## src/sv/tach_pkg.sv

```systemverilog
// ----------------------------------------------------------------------------
// Tachometer rpm averager package
// Shared types and constants: register map, configuration bundle, controller
// states and the command and status bundles between controller and datapath.
// ----------------------------------------------------------------------------
package tach_pkg;

  // Field and register widths fixed by the register map and result format.
  localparam int unsigned RPM_W   = 16;
  localparam int unsigned TIME_W  = 32;
  localparam int unsigned CFG_W   = 16;
  localparam int unsigned DATA_W  = 32;
  localparam int unsigned ADDR_W  = 4;

  // Register indexes (byte address is four times the index).
  localparam logic [1:0] REG_INTERVAL = 2'd0;
  localparam logic [1:0] REG_GLITCH   = 2'd1;
  localparam logic [1:0] REG_SCALE    = 2'd2;

  // Reset values of the configuration registers.
  localparam logic [CFG_W-1:0] INTERVAL_RST = 16'd500;
  localparam logic [CFG_W-1:0] GLITCH_RST   = 16'd10000;
  localparam logic [CFG_W-1:0] SCALE_RST    = 16'd30000;

  typedef struct packed {
    logic [CFG_W-1:0] interval_ms;
    logic [CFG_W-1:0] glitch_limit;
    logic [CFG_W-1:0] rpm_scale;
  } cfg_t;

  typedef enum logic [3:0] {
    ST_IDLE,
    ST_DECIDE,
    ST_MULT,
    ST_RATE_DIV,
    ST_WRITE,
    ST_SUM,
    ST_MEAN_START,
    ST_MEAN_DIV,
    ST_MEAN_DONE,
    ST_EMIT
  } state_t;

  // Commands from the controller to the datapath.
  typedef struct packed {
    logic accept;       // an input request is taken this cycle
    logic decide;       // latch whether the interval has passed
    logic start_rate;   // register the product and load the divider
    logic div_step;     // one restoring division step
    logic write_ring;   // glitch filter, ring write, counter clear
    logic accum;        // add one ring entry to the running sum
    logic start_mean;   // load the divider with sum and entry count
    logic finish_mean;  // store the new filtered rpm
    logic load_out;     // move the result into the output register
  } cmd_t;

  // Status from the datapath to the controller.
  typedef struct packed {
    logic is_read;      // input request is a read request
    logic due;          // the update interval has passed
    logic div_done;     // divider has finished its steps
    logic sum_last;     // last ring entry is being summed
    logic out_free;     // output register can take a result
  } sts_t;

endpackage

```

## src/sv/tach_ifs.sv

```systemverilog
// ----------------------------------------------------------------------------
// Tachometer rpm averager channels
// Valid/ready channels for input requests and for rpm results.
// ----------------------------------------------------------------------------
interface tach_in_if;
  logic        valid;
  logic        ready;
  logic        kind;
  logic [31:0] now_ms;

  modport source (output valid, output kind, output now_ms, input ready);
  modport sink   (input valid, input kind, input now_ms, output ready);
endinterface

interface tach_out_if;
  logic        valid;
  logic        ready;
  logic [15:0] rpm_value;
  logic        recomputed;

  modport source (output valid, output rpm_value, output recomputed, input ready);
  modport sink   (input valid, input rpm_value, input recomputed, output ready);
endinterface

```

## src/sv/tach_ctrl.sv

```systemverilog
// ----------------------------------------------------------------------------
// Tachometer rpm averager controller
// Sequences one request at a time: edge counting, interval check, rate
// division, ring update, averaging pass, mean division and result hand-off.
// ----------------------------------------------------------------------------
module tach_ctrl (
  input  logic            clk,
  input  logic            rst,
  input  logic            in_valid,
  output logic            in_ready,
  input  tach_pkg::sts_t  sts,
  output tach_pkg::cmd_t  cmd
);
  import tach_pkg::*;

  state_t state;
  state_t state_next;

  // State register.
  always_ff @(posedge clk) begin
    if (rst) begin
      state <= ST_IDLE;
    end else begin
      state <= state_next;
    end
  end

  // Next state.
  always_comb begin
    state_next = state;
    case (state)
      ST_IDLE: begin
        if (in_valid && sts.is_read) begin
          state_next = ST_DECIDE;
        end
      end
      ST_DECIDE: begin
        state_next = sts.due ? ST_MULT : ST_EMIT;
      end
      ST_MULT: begin
        state_next = ST_RATE_DIV;
      end
      ST_RATE_DIV: begin
        if (sts.div_done) begin
          state_next = ST_WRITE;
        end
      end
      ST_WRITE: begin
        state_next = ST_SUM;
      end
      ST_SUM: begin
        if (sts.sum_last) begin
          state_next = ST_MEAN_START;
        end
      end
      ST_MEAN_START: begin
        state_next = ST_MEAN_DIV;
      end
      ST_MEAN_DIV: begin
        if (sts.div_done) begin
          state_next = ST_MEAN_DONE;
        end
      end
      ST_MEAN_DONE: begin
        state_next = ST_EMIT;
      end
      ST_EMIT: begin
        if (sts.out_free) begin
          state_next = ST_IDLE;
        end
      end
      default: begin
        state_next = ST_IDLE;
      end
    endcase
  end

  // Outputs.
  always_comb begin
    cmd      = '0;
    in_ready = 1'b0;
    case (state)
      ST_IDLE: begin
        in_ready   = 1'b1;
        cmd.accept = in_valid;
      end
      ST_DECIDE: begin
        cmd.decide = 1'b1;
      end
      ST_MULT: begin
        cmd.start_rate = 1'b1;
      end
      ST_RATE_DIV: begin
        cmd.div_step = !sts.div_done;
      end
      ST_WRITE: begin
        cmd.write_ring = 1'b1;
      end
      ST_SUM: begin
        cmd.accum = 1'b1;
      end
      ST_MEAN_START: begin
        cmd.start_mean = 1'b1;
      end
      ST_MEAN_DIV: begin
        cmd.div_step = !sts.div_done;
      end
      ST_MEAN_DONE: begin
        cmd.finish_mean = 1'b1;
      end
      ST_EMIT: begin
        cmd.load_out = sts.out_free;
      end
      default: begin
        cmd = '0;
      end
    endcase
  end

endmodule

```

## src/sv/tach_dp.sv

```systemverilog
// ----------------------------------------------------------------------------
// Tachometer rpm averager datapath
// Pulse counter, time stamp, shared restoring divider, reading ring with its
// averaging accumulator, filtered rpm and the output register.
// ----------------------------------------------------------------------------
module tach_dp #(
  parameter int unsigned HISTORY_DEPTH = 5,
  parameter int unsigned COUNT_WIDTH   = 16
) (
  input  logic                          clk,
  input  logic                          rst,
  input  tach_pkg::cfg_t                cfg,
  input  tach_pkg::cmd_t                cmd,
  output tach_pkg::sts_t                sts,
  input  logic                          in_kind,
  input  logic [tach_pkg::TIME_W-1:0]   in_now,
  input  logic                          out_ready,
  output logic                          out_valid,
  output logic [tach_pkg::RPM_W-1:0]    out_rpm,
  output logic                          out_recomputed
);
  import tach_pkg::*;

  // Product width, ring index width, entry count width and sum width.
  localparam int unsigned PW   = COUNT_WIDTH + CFG_W;
  localparam int unsigned IDXW = (HISTORY_DEPTH > 1) ? $clog2(HISTORY_DEPTH) : 1;
  localparam int unsigned NZW  = $clog2(HISTORY_DEPTH + 1);
  localparam int unsigned SW   = RPM_W + NZW;
  localparam int unsigned STW  = $clog2(PW + 1);
  localparam logic [IDXW-1:0] LAST_IDX = IDXW'(HISTORY_DEPTH - 1);

  logic [COUNT_WIDTH-1:0] edge_count;
  logic [TIME_W-1:0]      last_update_time;
  logic [TIME_W-1:0]      now_l;
  logic [RPM_W-1:0]       filtered_rpm;
  logic [RPM_W-1:0]       reading;
  logic [RPM_W-1:0]       ring [HISTORY_DEPTH];
  logic [IDXW-1:0]        ring_pointer;
  logic [IDXW-1:0]        sum_idx;
  logic [SW-1:0]          sum;
  logic [NZW-1:0]         nonzero;
  logic                   updated;

  // Divider registers: quotient shifts in where the dividend shifts out.
  logic [PW-1:0]          div_num;
  logic [TIME_W-1:0]      div_den;
  logic [TIME_W-1:0]      div_rem;
  logic [STW-1:0]         div_steps;

  logic [TIME_W-1:0]      elapsed;
  logic [TIME_W:0]        rem_shift;
  logic [TIME_W:0]        rem_diff;
  logic                   rem_fits;
  logic [PW-1:0]          product;
  logic [RPM_W-1:0]       reading_next;

  // Elapsed time modulo the time width, and the interval check.
  assign elapsed = now_l - last_update_time;

  // One restoring division step.
  assign rem_shift = {div_rem, div_num[PW-1]};
  assign rem_diff  = rem_shift - {1'b0, div_den};
  assign rem_fits  = !rem_diff[TIME_W];

  // Pulses times scale at full width.
  assign product = PW'(edge_count) * PW'(cfg.rpm_scale);

  // Readings above the glitch limit keep the previous rpm.
  assign reading_next = (div_num > PW'(cfg.glitch_limit)) ? filtered_rpm
                                                          : div_num[RPM_W-1:0];

  assign sts.is_read  = in_kind;
  assign sts.due      = elapsed >= TIME_W'(cfg.interval_ms);
  assign sts.div_done = (div_steps == '0);
  assign sts.sum_last = (sum_idx == LAST_IDX);
  assign sts.out_free = !out_valid || out_ready;

  // Measurement state that reset clears.
  always_ff @(posedge clk) begin
    if (rst) begin
      edge_count       <= '0;
      last_update_time <= '0;
      filtered_rpm     <= '0;
      ring_pointer     <= '0;
      for (int i = 0; i < HISTORY_DEPTH; i++) begin
        ring[i] <= '0;
      end
    end else begin
      if (cmd.accept && !in_kind) begin
        edge_count <= edge_count + 1'b1;
      end
      if (cmd.write_ring) begin
        ring[ring_pointer] <= reading_next;
        ring_pointer       <= (ring_pointer == LAST_IDX) ? '0 : ring_pointer + 1'b1;
        edge_count         <= '0;
        last_update_time   <= now_l;
      end
      if (cmd.finish_mean) begin
        filtered_rpm <= (nonzero == '0) ? reading : div_num[RPM_W-1:0];
      end
    end
  end

  // Request time, update flag, reading and averaging accumulator.
  always_ff @(posedge clk) begin
    if (cmd.accept) begin
      now_l <= in_now;
    end
    if (cmd.decide) begin
      updated <= sts.due;
    end
    if (cmd.write_ring) begin
      reading <= reading_next;
      sum     <= '0;
      nonzero <= '0;
      sum_idx <= '0;
    end
    if (cmd.accum) begin
      if (ring[sum_idx] != '0) begin
        sum     <= sum + SW'(ring[sum_idx]);
        nonzero <= nonzero + 1'b1;
      end
      sum_idx <= sum_idx + 1'b1;
    end
  end

  // Shared divider: rate division first, then the mean of the ring.
  always_ff @(posedge clk) begin
    if (cmd.start_rate) begin
      div_num   <= product;
      div_den   <= (elapsed == '0) ? TIME_W'(1) : elapsed;
      div_rem   <= '0;
      div_steps <= STW'(PW);
    end else if (cmd.start_mean) begin
      div_num   <= {sum, {(PW - SW){1'b0}}};
      div_den   <= TIME_W'(nonzero);
      div_rem   <= '0;
      div_steps <= STW'(SW);
    end else if (cmd.div_step) begin
      div_num   <= {div_num[PW-2:0], rem_fits};
      div_rem   <= rem_fits ? rem_diff[TIME_W-1:0] : rem_shift[TIME_W-1:0];
      div_steps <= div_steps - 1'b1;
    end
  end

  // Output register.
  always_ff @(posedge clk) begin
    if (rst) begin
      out_valid <= 1'b0;
    end else if (cmd.load_out) begin
      out_valid <= 1'b1;
    end else if (out_ready) begin
      out_valid <= 1'b0;
    end
  end

  always_ff @(posedge clk) begin
    if (cmd.load_out) begin
      out_rpm        <= filtered_rpm;
      out_recomputed <= updated;
    end
  end

endmodule

```

## src/sv/tachometer_rpm_averager.sv

```systemverilog
// Flow: an edge request is taken in the idle state and gives no result; a read request
// with no update passes the decide state and waits in the emit state until the output register can take its result.
// An update runs the bit-serial divider twice, first for the rate and then for the
// mean of the ring, with the ring update and the averaging pass in between.
// Throughput: one request at a time; edges are taken every cycle when idle.
// Reset: synchronous; clears counter, time stamp, rpm and ring, restores register defaults.
// ----------------------------------------------------------------------------
// Tachometer rpm averager
// Counts tachometer edges and, on read requests, recomputes a glitch-filtered
// moving-average rpm once per update interval.
// ----------------------------------------------------------------------------
module tachometer_rpm_averager #(
  parameter int unsigned HISTORY_DEPTH = 5,
  parameter int unsigned COUNT_WIDTH   = 16
) (
  input  logic                          clk,
  input  logic                          rst,
  input  logic                          psel,
  input  logic                          penable,
  input  logic                          pwrite,
  input  logic [tach_pkg::ADDR_W-1:0]   paddr,
  input  logic [tach_pkg::DATA_W-1:0]   pwdata,
  output logic [tach_pkg::DATA_W-1:0]   prdata,
  output logic                          pready,
  tach_in_if.sink                       in_ch,
  tach_out_if.source                    out_ch
);
  import tach_pkg::*;

  cfg_t cfg;
  cmd_t cmd;
  sts_t sts;
  logic cfg_write;

  assign pready    = 1'b1;
  assign cfg_write = psel && penable && pwrite && pready;

  // Configuration registers.
  always_ff @(posedge clk) begin
    if (rst) begin
      cfg.interval_ms  <= INTERVAL_RST;
      cfg.glitch_limit <= GLITCH_RST;
      cfg.rpm_scale    <= SCALE_RST;
    end else if (cfg_write) begin
      case (paddr[3:2])
        REG_INTERVAL: cfg.interval_ms  <= pwdata[CFG_W-1:0];
        REG_GLITCH:   cfg.glitch_limit <= pwdata[CFG_W-1:0];
        REG_SCALE:    cfg.rpm_scale    <= pwdata[CFG_W-1:0];
        default:      ;
      endcase
    end
  end

  // Register read-back.
  always_comb begin
    case (paddr[3:2])
      REG_INTERVAL: prdata = DATA_W'(cfg.interval_ms);
      REG_GLITCH:   prdata = DATA_W'(cfg.glitch_limit);
      REG_SCALE:    prdata = DATA_W'(cfg.rpm_scale);
      default:      prdata = '0;
    endcase
  end

  tach_ctrl u_ctrl (
    .clk      (clk),
    .rst      (rst),
    .in_valid (in_ch.valid),
    .in_ready (in_ch.ready),
    .sts      (sts),
    .cmd      (cmd)
  );

  tach_dp #(
    .HISTORY_DEPTH (HISTORY_DEPTH),
    .COUNT_WIDTH   (COUNT_WIDTH)
  ) u_dp (
    .clk            (clk),
    .rst            (rst),
    .cfg            (cfg),
    .cmd            (cmd),
    .sts            (sts),
    .in_kind        (in_ch.kind),
    .in_now         (in_ch.now_ms),
    .out_ready      (out_ch.ready),
    .out_valid      (out_ch.valid),
    .out_rpm        (out_ch.rpm_value),
    .out_recomputed (out_ch.recomputed)
  );

endmodule
```

## src/flat_wrapper.sv

```systemverilog
// flat-port wrapper written by rule: the top's interface ports become plain ports
module tachometer_rpm_averager_flat import tach_pkg::*;
#(
  parameter int unsigned HISTORY_DEPTH = 5,
  parameter int unsigned COUNT_WIDTH   = 16
)
  (clk, rst, psel, penable, pwrite, paddr, pwdata, prdata, pready, in_ch_valid, in_ch_kind, in_ch_now_ms, in_ch_ready, out_ch_valid, out_ch_rpm_value, out_ch_recomputed, out_ch_ready);
  tach_in_if in_ch_i ();
  tach_out_if out_ch_i ();
  input  logic clk;
  input  logic rst;
  input  logic psel;
  input  logic penable;
  input  logic pwrite;
  input  logic [tach_pkg::ADDR_W-1:0] paddr;
  input  logic [tach_pkg::DATA_W-1:0] pwdata;
  output logic [tach_pkg::DATA_W-1:0] prdata;
  output logic pready;
  input wire logic [$bits(in_ch_i.valid)-1:0] in_ch_valid;
  input wire logic [$bits(in_ch_i.kind)-1:0] in_ch_kind;
  input wire logic [$bits(in_ch_i.now_ms)-1:0] in_ch_now_ms;
  output wire logic [$bits(in_ch_i.ready)-1:0] in_ch_ready;
  output wire logic [$bits(out_ch_i.valid)-1:0] out_ch_valid;
  output wire logic [$bits(out_ch_i.rpm_value)-1:0] out_ch_rpm_value;
  output wire logic [$bits(out_ch_i.recomputed)-1:0] out_ch_recomputed;
  input wire logic [$bits(out_ch_i.ready)-1:0] out_ch_ready;
  assign in_ch_i.valid = in_ch_valid;
  assign in_ch_i.kind = in_ch_kind;
  assign in_ch_i.now_ms = in_ch_now_ms;
  assign in_ch_ready = in_ch_i.ready;
  assign out_ch_valid = out_ch_i.valid;
  assign out_ch_rpm_value = out_ch_i.rpm_value;
  assign out_ch_recomputed = out_ch_i.recomputed;
  assign out_ch_i.ready = out_ch_ready;
  tachometer_rpm_averager #(.HISTORY_DEPTH(HISTORY_DEPTH), .COUNT_WIDTH(COUNT_WIDTH)) u_core (.clk(clk), .rst(rst), .psel(psel), .penable(penable), .pwrite(pwrite), .paddr(paddr), .pwdata(pwdata), .prdata(prdata), .pready(pready), .in_ch(in_ch_i), .out_ch(out_ch_i));
endmodule
```

## config.mk

```make
export PLATFORM = sky130hd
export DESIGN_NAME = tachometer_rpm_averager_flat
export DESIGN_NICKNAME = d
export VERILOG_FILES = /design/src/sv/tach_pkg.sv /design/src/sv/tach_ifs.sv /design/src/sv/tach_ctrl.sv /design/src/sv/tach_dp.sv /design/src/sv/tachometer_rpm_averager.sv /design/src/flat_wrapper.sv
export SDC_FILE = /design/constraint.sdc
export NUM_CORES = 2
export LEC_CHECK = 0
export ABC_CLOCK_PERIOD_IN_PS = 8400
export BUFFER_PORTS_ARGS = -buffer_cell sky130_fd_sc_hd__buf_2
export CAP_MARGIN = 30
export CORE_AREA = 10 10 286 343
export DETAILED_ROUTE_END_ITERATION = 8
export DIE_AREA = 0 0 296 353
export SYNTH_ARGS = -nofsm -noshare
export SYNTH_HDL_FRONTEND = slang
export SYNTH_SLANG_ARGS = --single-unit
```

## constraint.sdc

```tcl
create_clock -name clk -period 8.4 [get_ports clk]
set_input_delay 0.84 -clock clk [delete_from_list [all_inputs] [get_ports clk]]
set_output_delay 0.84 -clock clk [all_outputs]
set_load 0.005 [all_outputs]
```

Yosys cells after proc, flatten, opt, wreduce, memory -nomap -nowiden. Memory sizes are Yosys's and may differ from the RTL's. A register that Yosys moved wholly into a read port is not among the register bits. Index checks and enable logic that the tools add are counted.

Magnitude comparators: 2. $mul: 1. Mux-type cells: 49. $add $sub $neg: 8. Equal/unequal tests: 18. Reduce and logical (&&, ||, !) cells: 28.

Operators by type and width (count): 32-bit two-way mux (7); 19-bit two-way mux (3); 16-bit two-way mux (3); 16-bit case mux with 3 select lines (1); 4-bit case mux with 10 select lines (1); 33-bit by 32-bit subtractor with 33-bit output (1); 32-bit by 16-bit greater-or-equal comparator with 1-bit output (1); 32-bit by 16-bit greater-than comparator with 1-bit output (1); 32-bit logical NOT (1); 16-bit by 16-bit multiplier with 32-bit output (1); 32-bit subtractor (1); 3-bit two-way mux (8); 4-bit two-way mux (6); 19-bit by 16-bit adder with 19-bit output (1); 1-bit two-way mux (18); 16-bit by 1-bit adder with 16-bit output, second input constant (1); 4-bit by 3-bit equality test with 1-bit output, second input constant (4); 16-bit nonzero test (1); 16-bit OR reduction (1); 6-bit two-way mux (2); 3-bit by 1-bit adder with 3-bit output, second input constant (3); 4-bit by 2-bit equality test with 1-bit output, second input constant (2); 4-bit equality test, second input constant (2); 2-bit inequality test, second input constant (4); other kinds (18) (32).

Memories kept: 1. Output and inout bits: 52. Bits in writable memories: 80. Flip-flop bits (word level): 313. Input bits: 76. Logic and storage cells: 129.

Memories: u_core.u_dp.ring (words 5, bits a word 16, read ports 1, clocked after Yosys merged registers in 1, write ports 5, RTL line tach_dp.sv:37) `logic [RPM_W-1:0] ring [HISTORY_DEPTH];`.

Depth between registers and ports, before layout.
Depth after elaboration: 7. Depth in mapped cells: 26. Gate-level depth less buffers: 23.

Cells and area by module. A second synthesis with hierarchy kept.

Cells, all modules: 3173. Area total of the unflattened synthesis: 31685.4 µm².

By module, submodules not included: tach_dp (seq. area each 10460.0 µm², times used 1, area each 28863.9 µm², cells an instance 2858); tachometer_rpm_averager (seq. area each 960.9 µm², times used 1, area each 2417.3 µm², cells an instance 263); tach_ctrl (seq. area each 80.1 µm², times used 1, area each 404.1 µm², cells an instance 52).

Least setup slack after synthesis. Ideal clock, no wire load.

Path type: register to register. Start point: register u_core.cfg[9] (netlist name). End point: register u_core.u_dp.div_num[31], data pin. Stages on the path, launching flop included: 26. Data required time: 8143 ps. Setup time: 257 ps. Setup slack: 1667 ps. Arrival: 6476 ps. Path buffers: 2. Period minus slack after synthesis: 6733 ps. Path through: dfxtp_1 -> clkbuf_1 -> clkbuf_1 -> nand2_1 -> fa_1 -> inv_1 -> fa_1 -> inv_1 -> fa_1 -> inv_1 -> fa_1 -> fa_1 -> inv_1 -> fa_1 -> inv_1 -> ha_1 -> a21oi_1 -> o21ai_0 -> a2111o_1 -> a32oi_1 -> o21ai_1 -> o41ai_1 -> o21ai_0 -> or3_1 -> a21oi_1 -> o21ai_1.

Cells in the longest elaborated chain, start to end: 2.

Ends and longest elaborated chain: 16-bit by 16-bit multiplier with 32-bit output (RTL line tach_dp.sv:66) `assign product = PW'(edge_count) * PW'(cfg.rpm_scale);`; 32-bit two-way mux (RTL line tach_dp.sv:129) `if (cmd.start_rate) begin`; end signal: assignment (RTL line tach_dp.sv:130) `div_num <= product;`; end signal: assignment (RTL line tach_dp.sv:135) `div_num <= {sum, {(PW - SW){1'b0}}};`; end signal: assignment (RTL line tach_dp.sv:140) `div_num <= {div_num[PW-2:0], rem_fits};`; end: declaration (RTL line tach_dp.sv:45) `logic [PW-1:0] div_num;`.

No other way between the ends. A chain may end at the register's enable or synchronous reset.

Worst setup path in the final report.
Start point: register u_core.cfg[14] (netlist name). End point: register u_core.u_dp.div_num[31], data pin.

Cells in the longest elaborated chain, start to end: 2.

Ends and longest elaborated chain (RTL line): 16-bit by 16-bit multiplier with 32-bit output (tach_dp.sv:66); 32-bit two-way mux (tach_dp.sv:129).

No other way between the ends.

==> results.py <==
metrics = {
    "clocking": {
        "cts_tree": "done",
        "cts_buffers": 49,
        "cts_max_level": 2,
        "clock_sinks": 444,
        "cts_resized": 0,
        "post-cts-setup-buffers": 0,
        "ctsHoldBuffers": 0,
        "clock_latency_ps": 640,
        "clk_pin_slew_ps": 70,
        "clockBufferDepth": 3,
        "root_buffer": "clkbuf_16",
    },
    "route": {
        "vias": 23592,
        "wl_per_cell_um": 18.4,
        "dr.pass1.iters": 5,
        "route.detailed.drc": 0,
        "drtIter0Drc": 1533,
        "drtAntennaViolNets": 0,
        "finalWirelength_um": 84200,
        "viasPerCell": 5.16,
    },
    "floorplan": {
        "coreArea_mm2": 0.0914,
        "core.rowCount": 122,
        "die_h_um": 353,
        "die-area_mm2": 0.104,
        "initial_utilization_pct": 34.6,
        "die_w_um": 296,
        "io_pins": 128,
    },
    "logic_synthesis": {
        "yosys_warnings": 0,
        "synth_edf_count": 261,
        "yosysUniqueCellTypes": 86,
        "netlist_instances": 3309,
        "synth_seq_cells": 444,
        "syn-mean-instance-area_um2": 9.55,
        "synth-async-reset-ratio_pct": 0,
        "netlist_area_mm2": 0.0316,
        "yosysSeqAreaShare_pct": 36.4,
        "ys.flop_type": "edfxtp_1",
    },
    "global_route": {
        "grtUsageTotal_pct": 16.2,
        "grt_max_degree": 76,
        "grt_overflow": 0,
        "antenna_found_initial": 3,
        "grt_pass1_vias": 24044,
        "grt_first_pass_wirelength_um": 135000,
    },
    "worst_setup_path": {
        "path_cells": "nand2_1, fa_1, fa_1, inv_1, fa_1, fa_1, fa_1, inv_1, fa_1, inv_1, ha_1, inv_1, o21ai_0, a2111o_1, a32oi_1, o21ai_1, o41ai_1, o21ai_0, or3_1, a21oi_1, o21ai_1",
        "critPathTopFamily": "adder cells",
        "endpoint_kind": "register",
        "r2r_cells": 21,
        "path_class": "register to register",
        "crit_top_cell": "fa_1",
        "reg2reg_slack_ps": 910,
        "max_stage_delay_ps": 890,
        "cp_max_fo": 18,
        "critPathBufInv": 4,
        "slowest_stage": "dfxtp_1",
        "r2r_start": "u_core.cfg[14]$_SDFFE_PP1P_",
        "cp-start-kind": "register",
        "rr_endpoint": "u_core.u_dp.div_num[31]$_DFFE_PP_",
        "required_ps": 8750,
        "worstPathArrival_ps": 7840,
    },
    "min_path": {
        "holdPathEnd": "u_core.u_dp.now_l[8]$_DFFE_PP_",
        "hp-class": "primary input to register",
        "min_from": "in_ch_now_ms[8]",
        "min_path_cells": 1,
    },
    "placed_design": {
        "place_inst": 4478,
        "numPortBuffers": 92,
        "dpl.hpwl_um": 63300,
        "gp_congestion": 0.855,
    },
    "final_layout": {
        "drive_gt1_share_pct": 9.17,
        "mostFrequentLayoutCell": "nand2_1",
        "fin_nets": 3849,
        "syn_to_final_growth_pct": 10.8,
        "final_cells": 4573,
        "final_cell_mix": "nand2_1, inv_1, edfxtp_1",
    },
    "pwr": {
        "leakage_nw": 14.7,
        "peakVddDrop_v": 0.000193,
        "power_density_mw_per_mm2": 169,
    },
    "run_status": {
        "outcome": "completed",
    },
    "sta": {
        "fin_crit_sh_pct": 89.2,
        "worst_pin_slew_ps": 1010,
        "finalMaxSlewViolations": 0,
        "hold_ws_ps": 382,
        "hold_viol_final": 0,
        "period_minus_slack_ps": 7490,
        "clock.fmax_mhz": 133,
        "slew_headroom_pct": 32.7,
        "setup_viol": 0,
        "rsz0062_at_grt": "no",
        "skew_ps": 56.1,
        "tns_ps": 0,
    },
    "run": {
        "cap_violations": 0,
    },
}
[stage by stage]
step,area [um^2],util [%],power [mW],worst slack (ps)
floorplan,31700,-,3.39,1670
global placement,33300,36.4,3.69,948
detailed placement,33300,36.5,3.70,912
CTS,35000,38.3,5.96,862
global route,35000,38.3,6.20,433
finish,35000,38.3,5.91,905
[report_power, final]
group	switching (mW)	internal, mW
registers	0.118	2.46
logic	0.669	0.424
clock network	0.971	1.28
total	1.76	4.16
[how the worst max path moves through the flow]
| stage | startpoint | slack (ps) | cells past startpoint | to |
|---|---|---|---|---|
| after detailed placement | u_core.cfg[14]$_SDFFE_PP1P_ | 910 | 21 | u_core.u_dp.div_num[31]$_DFFE_PP_ |
| after global placement | u_core.cfg[14]$_SDFFE_PP1P_ | 950 | 21 | u_core.u_dp.div_num[31]$_DFFE_PP_ |
| after global routing | u_core.cfg[14]$_SDFFE_PP1P_ | 430 | 21 | u_core.u_dp.div_num[31]$_DFFE_PP_ |
| final | u_core.cfg[14]$_SDFFE_PP1P_ | 910 | 21 | u_core.u_dp.div_num[31]$_DFFE_PP_ |
| after CTS | u_core.cfg[14]$_SDFFE_PP1P_ | 860 | 21 | u_core.u_dp.div_num[31]$_DFFE_PP_ |
| after floorplan | u_core.cfg[9]$_SDFFE_PP0P_ | 1670 | 25 | u_core.u_dp.div_num[31]$_DFFE_PP_ |
[Yosys cell counts, types with 19 or more instances]
| cell | instances | area (um^2) |
|---|---|---|
| mux2i_1 | 76 | 761 |
| a21oi_1 | 196 | 981 |
| nand3_1 | 61 | 305 |
| nand4_1 | 27 | 169 |
| a21o_1 | 58 | 435 |
| buf_4 | 20 | 150 |
| a211oi_1 | 29 | 218 |
| a22o_1 | 19 | 166 |
| nor3_1 | 33 | 165 |
| and2_1 | 135 | 845 |
| fa_1 | 197 | 3940 |
| edfxtp_1 | 261 | 7840 |
| nor2_1 | 229 | 860 |
| o21a_1 | 22 | 165 |
| nand2_1 | 451 | 1690 |
| o21ai_0 | 141 | 706 |
| o211ai_1 | 26 | 195 |
| dfxtp_1 | 183 | 3660 |
| clkbuf_1 | 131 | 492 |
| ha_1 | 224 | 2800 |
| o21ai_1 | 21 | 105 |
| inv_1 | 395 | 1480 |
| xnor2_1 | 61 | 534 |
| xor2_1 | 39 | 342 |
| mux4_2 | 32 | 721 |
[logic make-up (layout without fill, tap and decap cells)]
group	after synthesis	in the layout	synth area share, %
mux	124	124	5.26
simple gates	1045	1045	15.1
compound gates	604	604	11.9
xor+xnor	100	100	2.77
buf+inv	569	638	7.13
other cells	2	19	0.0238
fa+ha+maj	421	421	21.3
flops	444	444	36.4
[layout make-up]
type | instances | area, um^2
Antenna cell | 2 | 5.00
Clock buffer | 63 | 1350
Clock inverter | 29 | 335
Fill cell | 9117 | 56400
Inverter | 398 | 1490
Multi-Input combinational cell | 2311 | 17900
Sequential cell | 444 | 11500
Tap cell | 1178 | 1470
Timing Repair Buffer | 148 | 926
[state kept, by name (all words and copies together) (netlist names), 3 cells and up, named ones only]
| register | cells |
|---|---|
| u_core.u_dp.div_num | 32 |
| u_core.u_dp.edge_count | 16 |
| u_core.u_dp.reading | 16 |
| u_core.u_dp.now_l | 32 |
| u_core.u_dp.ring_pointer | 3 |
| u_core.u_dp.sum | 19 |
| u_core.u_dp.div_rem | 32 |
| u_core.u_dp.last_update_time | 32 |
| u_core.u_dp.out_rpm | 16 |
| u_core.u_dp.sum_idx | 3 |
| u_core.u_dp.ring | 128 |
| u_core.u_dp.nonzero | 3 |
| u_core.u_ctrl.state | 4 |
| u_core.u_dp.filtered_rpm | 16 |
| u_core.u_dp.div_den | 32 |
| u_core.cfg | 48 |
| u_core.u_dp.div_steps | 6 |
[layer usage]
layer	wire length (um)	part of all wire, %	global-route usage, %
met2	40300	48	27.3
met3	5080	6.0	2.97
met5	0	0	0
met4	2520	3.0	5.17
met1	36200	43	20.9
(Power assumes the default switching activity.)
